<file path="config.mk">
export PLATFORM = sky130hd
export DESIGN_NAME = circular_deque_unit
export DESIGN_NICKNAME = d
export VERILOG_FILES = /design/src/design/cdq_pkg.sv /design/src/design/cdq_ram.sv /design/src/design/cdq_ctrl.sv /design/src/design/circular_deque_unit.sv
export SDC_FILE = /design/constraint.sdc
export NUM_CORES = 1
export LEC_CHECK = 0
export ABC_AREA = 0
export BUFFER_PORTS_ARGS = -buffer_cell sky130_fd_sc_hd__buf_2
export CORE_MARGIN = 4
export CORE_UTILIZATION = 35
export DETAILED_ROUTE_END_ITERATION = 7
export PLACE_DENSITY_LB_ADDON = 0.2
export SLEW_MARGIN = 10
export SYNTH_ARGS = -nofsm -noshare
export SYNTH_HDL_FRONTEND = slang
export SYNTH_HIERARCHICAL = 1
export SYNTH_SLANG_ARGS = --single-unit
</file>
<file path="constraint.sdc">
create_clock -name aclk -period 15.85 [get_ports aclk]
set_input_delay 0.7925 -clock aclk [delete_from_list [all_inputs] [get_ports aclk]]
set_output_delay 0.7925 -clock aclk [all_outputs]
set_load 0.05 [all_outputs]
</file>
<file path="src/design/cdq_pkg.sv">
// Package for the circular deque: word types, command codes, sizing
// constants and the capacity clamp. No dependencies.
`timescale 1ns / 1ps

package cdq_pkg;

    // Sizing
    localparam int DEPTH   = 16;
    localparam int IDX_W   = $clog2(DEPTH);
    localparam int CAP_W   = $clog2(DEPTH + 1);
    localparam int CFG_W   = 5;
    localparam int DATA_W  = 32;

    // Command codes
    localparam logic [2:0] CMD_PUSH_HEAD = 3'd0;
    localparam logic [2:0] CMD_PUSH_TAIL = 3'd1;
    localparam logic [2:0] CMD_POP_HEAD  = 3'd2;
    localparam logic [2:0] CMD_POP_TAIL  = 3'd3;
    localparam logic [2:0] CMD_REPORT    = 3'd4;

    // Value shown for head and tail when nothing is stored
    localparam logic signed [DATA_W-1:0] EMPTY_VALUE = '1;

    typedef struct packed {
        logic [2:0]               cmd;
        logic signed [DATA_W-1:0] value;
    } in_word_t;

    typedef struct packed {
        logic                     accepted;
        logic signed [DATA_W-1:0] front_value;
        logic signed [DATA_W-1:0] rear_value;
        logic                     is_empty;
        logic                     is_full;
    } out_word_t;

    // Slot memory access, one write and two reads per cycle
    typedef struct packed {
        logic              we;
        logic [IDX_W-1:0]  waddr;
        logic [DATA_W-1:0] wdata;
        logic              re;
        logic [IDX_W-1:0]  raddr_head;
        logic [IDX_W-1:0]  raddr_tail;
    } ram_req_t;

    // Zero acts as one, anything above DEPTH saturates
    function automatic logic [CAP_W-1:0] clamp_cap(input logic [CFG_W-1:0] v);
        logic [CAP_W-1:0] c;
        begin
            if (v == '0) begin
                c = CAP_W'(1);
            end else if (32'(v) > DEPTH) begin
                c = CAP_W'(DEPTH);
            end else begin
                c = CAP_W'(v);
            end
            return c;
        end
    endfunction

endpackage

</file>
<file path="src/design/cdq_ram.sv">
// Slot storage for the circular deque: one write port, two registered
// read ports. Depends on cdq_pkg.
`timescale 1ns / 1ps

module cdq_ram (
    input  logic                          aclk,
    input  cdq_pkg::ram_req_t             req,
    output logic [cdq_pkg::DATA_W-1:0]    rdata_head,
    output logic [cdq_pkg::DATA_W-1:0]    rdata_tail
);

    logic [cdq_pkg::DATA_W-1:0] mem [cdq_pkg::DEPTH];
    logic [cdq_pkg::DATA_W-1:0] rd_head_reg;
    logic [cdq_pkg::DATA_W-1:0] rd_tail_reg;

    // Write port
    always_ff @(posedge aclk) begin
        if (req.we) begin
            mem[req.waddr] <= req.wdata;
        end
    end

    // Read ports return the old contents on a same-address write
    always_ff @(posedge aclk) begin
        if (req.re) begin
            rd_head_reg <= mem[req.raddr_head];
            rd_tail_reg <= mem[req.raddr_tail];
        end
    end

    assign rdata_head = rd_head_reg;
    assign rdata_tail = rd_tail_reg;

endmodule

</file>
<file path="src/design/cdq_ctrl.sv">
// Pointer and occupancy control for the circular deque: decodes the command,
// drives the slot memory and builds the result word. Depends on cdq_pkg.
`timescale 1ns / 1ps

module cdq_ctrl (
    input  logic                          aclk,
    input  logic                          aresetn,
    input  logic                          s_valid,
    output logic                          s_ready,
    input  cdq_pkg::in_word_t             s_data,
    input  logic                          cfg_we,
    input  logic [cdq_pkg::CFG_W-1:0]     cfg_wdata,
    output cdq_pkg::ram_req_t             ram_req,
    input  logic [cdq_pkg::DATA_W-1:0]    rdata_head,
    input  logic [cdq_pkg::DATA_W-1:0]    rdata_tail,
    output logic                          resp_valid,
    input  logic                          resp_ready,
    output cdq_pkg::out_word_t            resp_data
);

    localparam logic ST_IDLE = 1'b0;
    localparam logic ST_RESP = 1'b1;

    logic                         state_reg, state_next;
    logic [cdq_pkg::CAP_W-1:0]    cap_reg;
    logic [cdq_pkg::IDX_W-1:0]    head_reg, head_next;
    logic [cdq_pkg::IDX_W-1:0]    tail_reg, tail_next;
    logic [cdq_pkg::CAP_W-1:0]    occ_reg, occ_next;
    logic                         acc_reg, acc_next;
    logic                         fwd_head_reg, fwd_tail_reg;
    logic [cdq_pkg::DATA_W-1:0]   fwd_data_reg;

    logic                         accept;
    logic                         full_now, empty_now;
    logic [cdq_pkg::IDX_W-1:0]    head_up, head_dn, tail_up, tail_dn;
    logic                         wr_en;
    logic [cdq_pkg::IDX_W-1:0]    wr_addr;
    logic [cdq_pkg::CAP_W-1:0]    cap_new;
    logic [cdq_pkg::DATA_W-1:0]   front_raw, rear_raw;
    logic                         empty_after;

    assign s_ready = (state_reg == ST_IDLE);
    assign accept  = s_valid && s_ready;

    assign full_now  = (occ_reg >= cap_reg);
    assign empty_now = (occ_reg == '0);

    // Pointer steps, wrapping at the capacity by compare
    always_comb begin
        head_up = ((cdq_pkg::CAP_W'(head_reg) + cdq_pkg::CAP_W'(1)) >= cap_reg)
                  ? '0 : head_reg + cdq_pkg::IDX_W'(1);
        tail_up = ((cdq_pkg::CAP_W'(tail_reg) + cdq_pkg::CAP_W'(1)) >= cap_reg)
                  ? '0 : tail_reg + cdq_pkg::IDX_W'(1);
        head_dn = (head_reg == '0)
                  ? cdq_pkg::IDX_W'(cap_reg - cdq_pkg::CAP_W'(1))
                  : head_reg - cdq_pkg::IDX_W'(1);
        tail_dn = (tail_reg == '0)
                  ? cdq_pkg::IDX_W'(cap_reg - cdq_pkg::CAP_W'(1))
                  : tail_reg - cdq_pkg::IDX_W'(1);
    end

    // Command decode
    always_comb begin
        head_next = head_reg;
        tail_next = tail_reg;
        occ_next  = occ_reg;
        acc_next  = 1'b0;
        wr_en     = 1'b0;
        wr_addr   = head_dn;
        unique case (s_data.cmd)
            cdq_pkg::CMD_PUSH_HEAD: begin
                if (!full_now) begin
                    head_next = head_dn;
                    wr_en     = 1'b1;
                    wr_addr   = head_dn;
                    occ_next  = occ_reg + cdq_pkg::CAP_W'(1);
                    acc_next  = 1'b1;
                end
            end
            cdq_pkg::CMD_PUSH_TAIL: begin
                if (!full_now) begin
                    tail_next = tail_up;
                    wr_en     = 1'b1;
                    wr_addr   = tail_up;
                    occ_next  = occ_reg + cdq_pkg::CAP_W'(1);
                    acc_next  = 1'b1;
                end
            end
            cdq_pkg::CMD_POP_HEAD: begin
                if (!empty_now) begin
                    head_next = head_up;
                    occ_next  = occ_reg - cdq_pkg::CAP_W'(1);
                    acc_next  = 1'b1;
                end
            end
            cdq_pkg::CMD_POP_TAIL: begin
                if (!empty_now) begin
                    tail_next = tail_dn;
                    occ_next  = occ_reg - cdq_pkg::CAP_W'(1);
                    acc_next  = 1'b1;
                end
            end
            cdq_pkg::CMD_REPORT: begin
                acc_next = 1'b1;
            end
            default: begin
                acc_next = 1'b0;
            end
        endcase
    end

    // Memory request: write the pushed word, read both ends after the update
    always_comb begin
        ram_req.we         = accept && wr_en;
        ram_req.waddr      = wr_addr;
        ram_req.wdata      = $unsigned(s_data.value);
        ram_req.re         = accept;
        ram_req.raddr_head = head_next;
        ram_req.raddr_tail = tail_next;
    end

    assign cap_new = cdq_pkg::clamp_cap(cfg_wdata);

    always_comb begin
        state_next = state_reg;
        unique case (state_reg)
            ST_IDLE: if (accept) state_next = ST_RESP;
            ST_RESP: if (resp_ready) state_next = ST_IDLE;
            default: state_next = ST_IDLE;
        endcase
    end

    // Control state; a capacity write empties the deque
    always_ff @(posedge aclk) begin
        if (!aresetn) begin
            state_reg <= ST_IDLE;
            cap_reg   <= cdq_pkg::CAP_W'(cdq_pkg::DEPTH);
            head_reg  <= '0;
            tail_reg  <= cdq_pkg::IDX_W'(cdq_pkg::DEPTH - 1);
            occ_reg   <= '0;
        end else begin
            state_reg <= state_next;
            if (cfg_we) begin
                cap_reg  <= cap_new;
                head_reg <= '0;
                tail_reg <= cdq_pkg::IDX_W'(cap_new - cdq_pkg::CAP_W'(1));
                occ_reg  <= '0;
            end else if (accept) begin
                head_reg <= head_next;
                tail_reg <= tail_next;
                occ_reg  <= occ_next;
            end
        end
    end

    // Forward a pushed word that the read ports saw stale
    always_ff @(posedge aclk) begin
        if (accept) begin
            acc_reg      <= acc_next;
            fwd_head_reg <= wr_en && (wr_addr == head_next);
            fwd_tail_reg <= wr_en && (wr_addr == tail_next);
            fwd_data_reg <= $unsigned(s_data.value);
        end
    end

    // Result word from the updated state
    assign front_raw   = fwd_head_reg ? fwd_data_reg : rdata_head;
    assign rear_raw    = fwd_tail_reg ? fwd_data_reg : rdata_tail;
    assign empty_after = (occ_reg == '0);

    always_comb begin
        resp_valid            = (state_reg == ST_RESP);
        resp_data.accepted    = acc_reg;
        resp_data.front_value = empty_after ? cdq_pkg::EMPTY_VALUE : $signed(front_raw);
        resp_data.rear_value  = empty_after ? cdq_pkg::EMPTY_VALUE : $signed(rear_raw);
        resp_data.is_empty    = empty_after;
        resp_data.is_full     = (occ_reg >= cap_reg);
    end

endmodule

</file>
<file path="src/design/circular_deque_unit.sv">
// An accepted word passes the registered read of both deque ends from the
// slot memory after the pointer update, then the output register; no new
// word is taken until its result has moved into the output register.
// The output register holds a finished result while the next word is taken.
// Reset (aresetn, synchronous): capacity 16, deque empty, no output word;
// slot contents are not cleared and need no clearing pass.
`timescale 1ns / 1ps

module circular_deque_unit (
    input  logic                       aclk,
    input  logic                       aresetn,
    input  logic                       s_valid,
    output logic                       s_ready,
    input  cdq_pkg::in_word_t          s_data,
    output logic                       m_valid,
    input  logic                       m_ready,
    output cdq_pkg::out_word_t         m_data,
    input  logic                       cfg_we,
    input  logic [cdq_pkg::CFG_W-1:0]  cfg_wdata
);

    cdq_pkg::ram_req_t           ram_req;
    logic [cdq_pkg::DATA_W-1:0]  rdata_head;
    logic [cdq_pkg::DATA_W-1:0]  rdata_tail;
    logic                        resp_valid;
    logic                        resp_ready;
    cdq_pkg::out_word_t          resp_data;
    logic                        m_valid_reg;
    cdq_pkg::out_word_t          m_data_reg;

    cdq_ctrl u_ctrl (
        .aclk       (aclk),
        .aresetn    (aresetn),
        .s_valid    (s_valid),
        .s_ready    (s_ready),
        .s_data     (s_data),
        .cfg_we     (cfg_we),
        .cfg_wdata  (cfg_wdata),
        .ram_req    (ram_req),
        .rdata_head (rdata_head),
        .rdata_tail (rdata_tail),
        .resp_valid (resp_valid),
        .resp_ready (resp_ready),
        .resp_data  (resp_data)
    );

    cdq_ram u_ram (
        .aclk       (aclk),
        .req        (ram_req),
        .rdata_head (rdata_head),
        .rdata_tail (rdata_tail)
    );

    // Output register
    assign resp_ready = !m_valid_reg || m_ready;

    always_ff @(posedge aclk) begin
        if (!aresetn) begin
            m_valid_reg <= 1'b0;
        end else if (resp_ready) begin
            m_valid_reg <= resp_valid;
        end
    end

    always_ff @(posedge aclk) begin
        if (resp_valid && resp_ready) begin
            m_data_reg <= resp_data;
        end
    end

    assign m_valid = m_valid_reg;
    assign m_data  = m_data_reg;

endmodule

</file>
* Word level (Yosys, flattened, before mapping)
Memories as Yosys holds them, arrays and structs flattened. A register that Yosys moved wholly into a read port is not among the register bits. Cells that the tools add are included.
Word-level totals: bits in registers 122, memories kept 1, memory bits (writable) 512
Cells by class: bitwise logic cells 2, add/subtract/negate cells 10, reductions and logical operators 18, equality and inequality tests 8, $lt $le $gt $ge 4, mux-type cells 30
Memories:
- u_ram.mem | depth 16, bits a word 32, rd ports 2, clocked after Yosys merged registers in 2, wr ports 1, RTL line cdq_ram.sv:12 | logic [cdq_pkg::DATA_W-1:0] mem [cdq_pkg::DEPTH];
Operators by type and width (number):
- $mux W32 | 2
- $mux W4 | 12
- $mux W5 | 4
- $pmux W4 S2 | 2
- $sub A4 B1 Y4 const B | 4
- $ge A5 B5 Y1 | 3
- $add A4 B1 Y5 const B | 2
- $logic_not A5 Y1 | 2
- $pmux W5 S2 | 1
- $add A4 B1 Y4 const B | 2
- $eq A4 B4 Y1 | 2
- $logic_not A4 Y1 | 2
- $mux W1 | 7
- $eq A3 B2 Y1 const B | 2
- $reduce_or A2 Y1 | 3
- $add A5 B1 Y5 const B | 1
- $gt A5 B5 Y1 const B | 1
- $logic_and A1 B1 Y1 | 5
- $sub A5 B1 Y5 const B | 1
- $ne A2 B2 Y1 const B | 2
- $reduce_and A4 Y1 | 1
- $reduce_bool A2 Y1 | 2
- $eq A3 B1 Y1 const B | 1
- $eq A3 B3 Y1 const B | 1
- other kinds (6) | 7

* Logic depth before layout (Yosys ltp)
Gate-level depths: netlist of run 1.
depth in word-level cells 7, gate-level depth with buffers 14, depth with buffers taken out 12

* By module
Netlist of run 1, hierarchy kept.
Modules (own cells, without submodules):
- cdq_ram | area an instance 24828.8 µm², cells an instance 1141, instances 1
- cdq_ctrl | area an instance 4563.1 µm², cells an instance 496, instances 1
- circular_deque_unit | area an instance 2069.5 µm², cells an instance 72, instances 1

* Least setup slack after synthesis of run 1
OpenSTA, ideal clock, no wires.
path type register to register, start register u_ctrl/tail_reg[0] (netlist name), end memory u_ram/mem[0][0] (netlist name), enable pin, path buffers 0, library setup time 461 ps, data required time 15389 ps, slack 10761 ps, arrival time 4628 ps, cell stages (with the launch flop) 10, cell sequence dfxtp_1 -> inv_1 -> ha_1 -> ha_1 -> a31oi_1 -> o21ai_0 -> nor2_2 -> a22o_1 -> or3b_2 -> nor3_1
RTL lines:
- from (decl) | RTL line cdq_ctrl.sv:27 | logic [cdq_pkg::IDX_W-1:0] tail_reg, tail_next;
- from (signal assigned) | RTL line cdq_ctrl.sv:139 | tail_reg <= cdq_pkg::IDX_W'(cdq_pkg::DEPTH - 1);
- from (signal assigned) | RTL line cdq_ctrl.sv:146 | tail_reg <= cdq_pkg::IDX_W'(cap_new - cdq_pkg::CAP_W'(1));
- from (signal assigned) | RTL line cdq_ctrl.sv:150 | tail_reg <= tail_next;
- to (decl) | RTL line cdq_ram.sv:12

==> results.ini, run 1 <==
[run_status]
status = completed

[clocking]
root_buffer = sky130_fd_sc_hd__clkbuf_16
clockBufferDepth = 3
post_cts_repair_timing_setup_buffer_count = 0
cts.htree.levels = 3
post_cts_resize_count = 0
clock_sinks = 698
cts_hold_buffers = 0
clock_latency_ns = 0.63
cts_inserted_buffers = 78
clkTransAtPathRegs_ns = 0.06
tritoncts = built

[cells_and_area]
largest_register_ffs = 512
post_route_cells_drive_above_1_share_pct = 30.98
synthToLayoutAreaGrowth_pct = 13.14
finish.net_count = 1863
final_cell_count_no_fill = 3020

[setup_path]
worstSetupStartpointType = flop
critical_path.endpoint_type = flop
worst-path-max-fanout = 43
timing.reg2reg.worst_path_depth = 13
critPathKind = reg2reg
crit_required_ns = 16.20
arrival_ns = 5.73

[floorplanning]
core_area_um2 = 88780
die_height_um = 307.8
start_util_pct = 35.44
chipWidth_um = 307.8
boundaryPins = 114
die_area_um2 = 94750
rows = 109

[power]
p_sw_uw = 1048
power.static_leakage_uw = 0.01132
fraction_of_power_spent_switching_nets_pct = 24.33
power.ir.vdd_worst_mv = 0.07622
share_of_total_power_in_the_clock_network_pct = 40.0
internal-power_uw = 3260
total_power_uw = 4309
power-per-cell-area_nw_per_um2 = 121.0
combinationalPowerShare_pct = 11.2
pwr-share-seq_pct = 48.8

[timing]
maxSlewViolCount = 0
timing.hold.ws_ns = 0.4249
fin_setup_tns_ns = 0
post-route-period-util_pct = 33.92
fin_worst_skew_ns = 0.02426
grt_setup_unrepaired = false
hold_viol_final = 0
worst-slew-pin-transition_ns = 1.190
fmax_mhz = 186.0
slew_headroom_pct = 20.21
fin_crit_ns = 5.376
setup_ws_ns = 10.47
setup_viol = 0

[flow_run]
cap_viol_max_count = 0

[global_route]
overflow = 0
grt_first_pass_wirelength_mm = 124.0
grt_antenna_before_repair = 3
gr-usage-all-layers_pct = 17.98
grt_max_degree = 68
grt_pass1_vias = 18170

[hold_path]
whs_path_depth = 0
hold_path_class = reg2reg

[synth]
synth-seq-area-share_pct = 65.99
synth_fp_nets = 1779
ys_ff_latch = 698
synth_enable_flop_cells = 678
synth.avg_cell_area_um2 = 18.41
syn_area_um2 = 31460
postSynth.asyncResetShare_pct = 0
dominantRegCellSynth = sky130_fd_sc_hd__edfxtp_1
yosysWarningCount = 6
netlist-cell-type-count = 79
postSynthCellCount = 1709

[placement]
io_buffer_count = 113
dp_cells = 2878
place_worst_setup_slack_ns = 10.36
gpl.final_weighted_congestion = 0.7936
detailedPlacementHpwl_mm = 45.84

[drt]
length_of_the_first_detailed_routing_pass_in_iterations = 5
route.detailed.vias_per_inst = 5.669
drt-initial-drc-count = 1355
antenna_violating_nets_post_route = 0
routed-via-count = 17120
route.detailed.wl_per_inst_um = 28.12
route.detailed.drc = 0
wl_mm = 84.92

[stage by stage]
stage	util [%]	area [um^2]
after floorplan	-	31460
after global placement	37.36	33170
final	40.09	35600
after global routing	40.09	35590
after detailed placement	37.36	33170
after CTS	40.09	35590
[cells in the final DEF, fill, tap and decap left out, drive strengths merged, types with 3 or more instances in the layout]
cell type | synthesis | layout
and2 | 6 | 6
nor3 | 12 | 12
ha | 24 | 24
o21a | 4 | 4
mux2i | 75 | 75
nor2 | 36 | 36
or2 | 4 | 4
mux4 | 256 | 256
nor4 | 3 | 3
dfxtp | 20 | 20
o31a | 3 | 3
buf | 98 | 153
nand3 | 6 | 6
xor2 | 5 | 5
a21oi | 17 | 17
a22oi | 129 | 129
o211ai | 5 | 5
o2111ai | 3 | 3
inv | 23 | 29
o211a | 4 | 4
o21ai | 17 | 17
a211oi | 5 | 5
a31o | 3 | 3
clkinv | 1 | 36
nand2b | 9 | 9
nand2 | 147 | 147
xnor2 | 10 | 10
nor2b | 7 | 7
edfxtp | 678 | 678
clkbuf | 51 | 94
bufinv | 0 | 4
and3 | 3 | 3
a31oi | 5 | 5
a21o | 8 | 8
[power groups by stage]
stage	clock, uW	combinational [uW]	sequential, uW
after global routing	1860	520	2110
after CTS	1770	488	2100
after global placement	0	485	2140
after detailed placement	0	487	2140
final	1720	482	2100
after floorplan	0	340	2150
[final cells by class]
cell class / instances / area, um^2
Fill cell: 7950 / 53190
Sequential cell: 698 / 20760
Multi-Input combinational cell: 838 / 9996
Clock buffer: 94 / 2043
Tap cell: 1165 / 1458
Timing Repair Buffer: 153 / 865.8
Clock inverter: 46 / 375.4
Inverter: 24 / 92.59
Antenna cell: 2 / 5.005
[layer usage]
metal | global-route usage [%] | wire (um)
met1 | 22.68 | 34190
met2 | 31.99 | 44180
met4 | 5.363 | 2128
met3 | 2.902 | 4431
met5 | 0 | 0
[kinds of logic (layout without fill, tap and decap cells)]
kind of cell	after synthesis	after routing	synth area share, %
multiplexers	333	333	20.78
buffers and inverters	173	317	2.847
other	0	2	0
XOR/XNOR	15	15	0.4415
AO/OA/AOI/OAI	222	222	5.437
AND/OR/NAND/NOR	243	243	3.488
adder cells (fa/ha/maj)	25	25	1.018
flip-flops	698	698	65.99
[cell usage after synthesis (2+ instances only)]
| master | instances | area (um^2) |
|---|---|---|
| sky130_fd_sc_hd__o311ai_1 | 2 | 17.52 |
| sky130_fd_sc_hd__nor2_2 | 2 | 12.51 |
| sky130_fd_sc_hd__o2111ai_1 | 3 | 26.28 |
| sky130_fd_sc_hd__o21ai_0 | 13 | 65.06 |
| sky130_fd_sc_hd__o211a_1 | 4 | 40.04 |
| sky130_fd_sc_hd__nand2_1 | 147 | 551.8 |
| sky130_fd_sc_hd__mux4_2 | 256 | 5766 |
| sky130_fd_sc_hd__or3_1 | 2 | 12.51 |
| sky130_fd_sc_hd__xor2_1 | 5 | 43.79 |
| sky130_fd_sc_hd__nor2_1 | 34 | 127.6 |
| sky130_fd_sc_hd__dfxtp_1 | 20 | 400.4 |
| sky130_fd_sc_hd__buf_6 | 2 | 22.52 |
| sky130_fd_sc_hd__nand3_1 | 6 | 30.03 |
| sky130_fd_sc_hd__a22oi_1 | 129 | 968.4 |
| sky130_fd_sc_hd__mux2i_1 | 75 | 750.7 |
| sky130_fd_sc_hd__buf_2 | 23 | 115.1 |
| sky130_fd_sc_hd__and2_1 | 5 | 31.28 |
| sky130_fd_sc_hd__mux2_2 | 2 | 22.52 |
| sky130_fd_sc_hd__nand2b_1 | 8 | 50.05 |
| sky130_fd_sc_hd__nor3_1 | 11 | 55.05 |
| sky130_fd_sc_hd__nor4_2 | 2 | 25.02 |
| sky130_fd_sc_hd__edfxtp_1 | 678 | 20360 |
| sky130_fd_sc_hd__o21ai_1 | 2 | 10.01 |
| sky130_fd_sc_hd__buf_1 | 19 | 71.32 |
| sky130_fd_sc_hd__o211ai_1 | 4 | 30.03 |
| sky130_fd_sc_hd__nor2b_1 | 7 | 43.79 |
| sky130_fd_sc_hd__or2_2 | 2 | 12.51 |
| sky130_fd_sc_hd__ha_1 | 24 | 300.3 |
| sky130_fd_sc_hd__a21o_1 | 7 | 52.55 |
| sky130_fd_sc_hd__clkbuf_1 | 51 | 191.4 |
| sky130_fd_sc_hd__inv_1 | 23 | 86.33 |
| sky130_fd_sc_hd__buf_4 | 54 | 405.4 |
| sky130_fd_sc_hd__a31oi_1 | 5 | 31.28 |
| sky130_fd_sc_hd__a31o_2 | 3 | 26.28 |
| sky130_fd_sc_hd__o21a_1 | 4 | 30.03 |
| sky130_fd_sc_hd__nand3b_1 | 2 | 15.01 |
| sky130_fd_sc_hd__a21oi_1 | 17 | 85.08 |
| sky130_fd_sc_hd__a211oi_1 | 4 | 30.03 |
| sky130_fd_sc_hd__o31a_1 | 2 | 17.52 |
| sky130_fd_sc_hd__and3_1 | 3 | 18.77 |
| sky130_fd_sc_hd__xnor2_1 | 9 | 78.83 |
[critical path, cell delays in order (launching register included)]
cell and delay [ns]:
sky130_fd_sc_hd__dfxtp_1 0.54, sky130_fd_sc_hd__ha_1 0.24, sky130_fd_sc_hd__xor2_1 0.26, sky130_fd_sc_hd__ha_1 0.31, sky130_fd_sc_hd__a21o_1 0.19, sky130_fd_sc_hd__a31oi_1 0.20, sky130_fd_sc_hd__o21ai_0 0.20, sky130_fd_sc_hd__nor2_2 0.29
sky130_fd_sc_hd__o31a_4 0.35, sky130_fd_sc_hd__buf_4 0.80, sky130_fd_sc_hd__buf_4 0.73, sky130_fd_sc_hd__mux4_2 0.59, sky130_fd_sc_hd__a22oi_1 0.24, sky130_fd_sc_hd__nand2_1 0.09
[path summary, 6_finish.rpt]
path	start	endpoint	slack, ns
min reg2reg	u_ctrl/acc_reg	m_data[66]	0.42
min	u_ctrl/acc_reg	m_data[66]	0.42
max	u_ctrl/tail_reg[0]	u_ram/rdata_tail[15]	10.47
max reg2reg	u_ctrl/tail_reg[0]	u_ram/rdata_tail[15]	10.47
(Power assumes the default switching activity.)
==> run 2: changes to the inputs <==
- clock period: 15.85 -> 5.4 ns (I/O delays scaled with it)
==> run 2 against run 1 <==
Core utilization is 0.70 points higher; sequential cell count stayed put; count of clock-buffer cells in the layout is 7 lower; fmax is 23% higher; die area stayed put; clock skew is 0.0069 ns lower; first-iteration DRC count is 11% lower; hold slack worse by 0.38 ns; register-to-register slack worse by 9.4 ns; critical path depth is 1 lower; sequential power grew to 2.9 times the previous value; critical endpoint is now u_ram/rdata_head[24]; clock power grew to 3.1 times the previous value; largest power group unchanged.
==> results.ini, run 2 (synthesis gave the netlist of run 1 again) <==
[run_status]
status = completed

[floorplanning]
die_area_um2 = 94750  ; unchanged
boundaryPins = 114  ; unchanged
die_height_um = 307.8  ; unchanged
rows = 109  ; unchanged
start_util_pct = 35.44  ; unchanged
core_area_um2 = 88780  ; unchanged
chipWidth_um = 307.8  ; unchanged

[drt]
routed-via-count = 17060  ; -0.33%
route.detailed.vias_per_inst = 5.598  ; -1.2%
wl_mm = 85.01  ; +0.11%
drt-initial-drc-count = 1206  ; -11%
route.detailed.drc = 0  ; unchanged
route.detailed.wl_per_inst_um = 27.89  ; -0.81%
length_of_the_first_detailed_routing_pass_in_iterations = 7  ; +2
antenna_violating_nets_post_route = 0  ; unchanged

[clocking]
clock_sinks = 698  ; unchanged
root_buffer = sky130_fd_sc_hd__clkbuf_16
clockBufferDepth = 3  ; unchanged
clkTransAtPathRegs_ns = 0.06  ; about the same
clock_latency_ns = 0.62  ; about the same
post_cts_resize_count = 0  ; unchanged
cts_inserted_buffers = 76  ; -2.6%
tritoncts = built
post_cts_repair_timing_setup_buffer_count = 0  ; unchanged
cts.htree.levels = 3  ; unchanged

[timing]
hold_viol_final = 0  ; unchanged
fin_worst_skew_ns = 0.01733  ; -0.006926 ns
fin_setup_tns_ns = 0  ; unchanged
maxSlewViolCount = 0  ; unchanged
grt_setup_unrepaired = false
fmax_mhz = 228.7  ; +23%
slew_headroom_pct = 26.07  ; +5.9 points
setup_ws_ns = 1.028  ; -9.446 ns
post-route-period-util_pct = 80.96  ; +47 points
worst-slew-pin-transition_ns = 1.109  ; -0.08142 ns
fin_crit_ns = 4.372  ; -1.004 ns
setup_viol = 0  ; unchanged

[cells_and_area]
layout.cells.most_common = sky130_fd_sc_hd__edfxtp_1
synthToLayoutAreaGrowth_pct = 15.13
design_area_um2 = 36220  ; +1.8%
post_route_cells_drive_above_1_share_pct = 32.16  ; +1.2 points
finish.net_count = 1889  ; +1.4%
final_cell_count_no_fill = 3048  ; +0.93%
mostFrequentLayoutCells = 678 x sky130_fd_sc_hd__edfxtp_1, 256 x sky130_fd_sc_hd__mux4_2, 146 x sky130_fd_sc_hd__nand2_1
num-fill-cells = 7854  ; -1.2%
largest_register_ffs = 512  ; unchanged

[setup_path]
r2r_start = u_ctrl/head_reg[0]
arrival_ns = 4.72  ; -1.01 ns
crit_required_ns = 5.75  ; -10.45 ns
critical_path.endpoint_type = flop
r2r_end = u_ram/rdata_head[24]
worst-path-max-fanout = 30  ; -30%
timing.reg2reg.worst_path_depth = 12  ; -1
crit_end = u_ram/rdata_head[24]
critPathKind = reg2reg
worstSetupStartpointType = flop
critPathLaunch = u_ctrl/head_reg[0]
reg2reg_setup_slack_ns = 1.03  ; -9.45 ns

[global_route]
grt_pass1_vias = 18230  ; +0.30%
grt_antenna_before_repair = 4  ; +1
gr-usage-all-layers_pct = 18.00  ; +0.022 points
grt_max_degree = 68  ; unchanged
overflow = 0  ; unchanged
grt_first_pass_wirelength_mm = 123.9  ; -0.12%

[placement]
place_worst_setup_slack_ns = 1.014  ; -9.348 ns
dp_cells = 2898  ; +0.69%
io_buffer_count = 113  ; unchanged
gpl.final_weighted_congestion = 0.7821  ; -1.4%
detailedPlacementHpwl_mm = 47.56  ; +3.8%
placed_cell_area_um2 = 33610  ; +1.3%

[power]
power.static_leakage_uw = 0.01158  ; +2.3%
power.ir.vdd_worst_mv = 0.1842  ; +140%
power-per-cell-area_nw_per_um2 = 356.8  ; +190%

[flow_run]
cap_viol_max_count = 0  ; unchanged

[hold_path]
hold_path_class = in2reg

==> run 2: changes by cell type in the layout (fill, tap and decap cells not counted), moves of 2 or more <==
| cell | previous run | this run |
|---|---|---|
| sky130_fd_sc_hd__bufinv_16 | 4 | 10 |
| sky130_fd_sc_hd__dlygate4sd3_1 | 0 | 8 |
| sky130_fd_sc_hd__inv_6 | 3 | 7 |
| sky130_fd_sc_hd__buf_4 | 40 | 37 |
| sky130_fd_sc_hd__clkbuf_1 | 14 | 10 |
| sky130_fd_sc_hd__clkinv_2 | 13 | 15 |
| sky130_fd_sc_hd__clkinvlp_4 | 1 | 4 |
| sky130_fd_sc_hd__clkinv_1 | 20 | 13 |
| sky130_fd_sc_hd__clkbuf_16 | 79 | 77 |
| sky130_fd_sc_hd__clkinv_8 | 2 | 0 |
| sky130_fd_sc_hd__buf_12 | 0 | 23 |
| sky130_fd_sc_hd__clkinv_4 | 1 | 3 |
==> run 2: power breakdown <==
group | internal (uW) | switching (uW) | leakage [uW] | total (uW)
logic | 597 | 861 | 0.00415 | 1460
registers | 6110 | 66.4 | 0.00620 | 6180
clock network | 3120 | 2170 | 0.00124 | 5280
total | 9830 | 3100 | 0.0116 | 12900
==> run 2: critical path, cell delays in order (launching register included) <==
cell and delay [ns]:
sky130_fd_sc_hd__dfxtp_1 0.53, sky130_fd_sc_hd__ha_1 0.24, sky130_fd_sc_hd__xor2_1 0.26, sky130_fd_sc_hd__ha_1 0.30
sky130_fd_sc_hd__a21o_1 0.15, sky130_fd_sc_hd__a31oi_1 0.16, sky130_fd_sc_hd__o21ai_0 0.15, sky130_fd_sc_hd__o32ai_1 0.40
sky130_fd_sc_hd__a22o_4 0.64, sky130_fd_sc_hd__buf_12 0.35, sky130_fd_sc_hd__mux4_2 0.55, sky130_fd_sc_hd__a22oi_1 0.21
sky130_fd_sc_hd__nand2_1 0.13
==> run 2: through the flow <==
stage / power [uW] / utilization, % / hold WS, ns
2_1_floorplan: 7295 / - / 0.3689
3_3_place_gp: 7756 / 37.86 / 0.4024
3_5_place_dp: 7768 / 37.86 / 0.4163
4_1_cts: 13090 / 40.79 / 0.004616
5_1_grt: 13430 / 40.79 / 0.03196
6_report: 12920 / 40.80 / 0.04137
==> run 2: repair_timing <==
action,CTS,global route
hold endpoints to repair,20,0
setup endpoints to repair,0,0
hold buffers,8,0
==> run 2: layout make-up <==
type	count	area, um^2	area share, %
antenna	2	5.005	0.01382
clock buffer	87	1964	5.423
clock inverter	53	561.8	1.551
inverter	24	92.59	0.2556
multi-input combinational	838	9996	27.60
sequential	698	20760	57.31
tap	1165	1458	4.024
timing repair buffer	181	1384	3.821
==> run 2: worst min-delay path by stage <==
stage / from / to / depth (start not counted)
floorplan: s_data[0] / u_ctrl/fwd_data_reg[0] / 0
global placement: u_ctrl/acc_reg / m_data[66] / 0
detailed placement: u_ctrl/acc_reg / m_data[66] / 0
CTS: s_data[23] / u_ram/mem[9][23] / 1
global route: s_data[23] / u_ram/mem[10][23] / 1
finish: s_data[0] / u_ram/mem[9][0] / 1
==> run 2: routing by layer <==
layer | global-route usage (%) | wire, um | share of wire [%]
met3 | 2.998 | 4748 | 5.6
met2 | 31.66 | 43380 | 51
met4 | 5.341 | 2091 | 2.5
met1 | 22.98 | 34790 | 41
met5 | 0 | 0 | 0
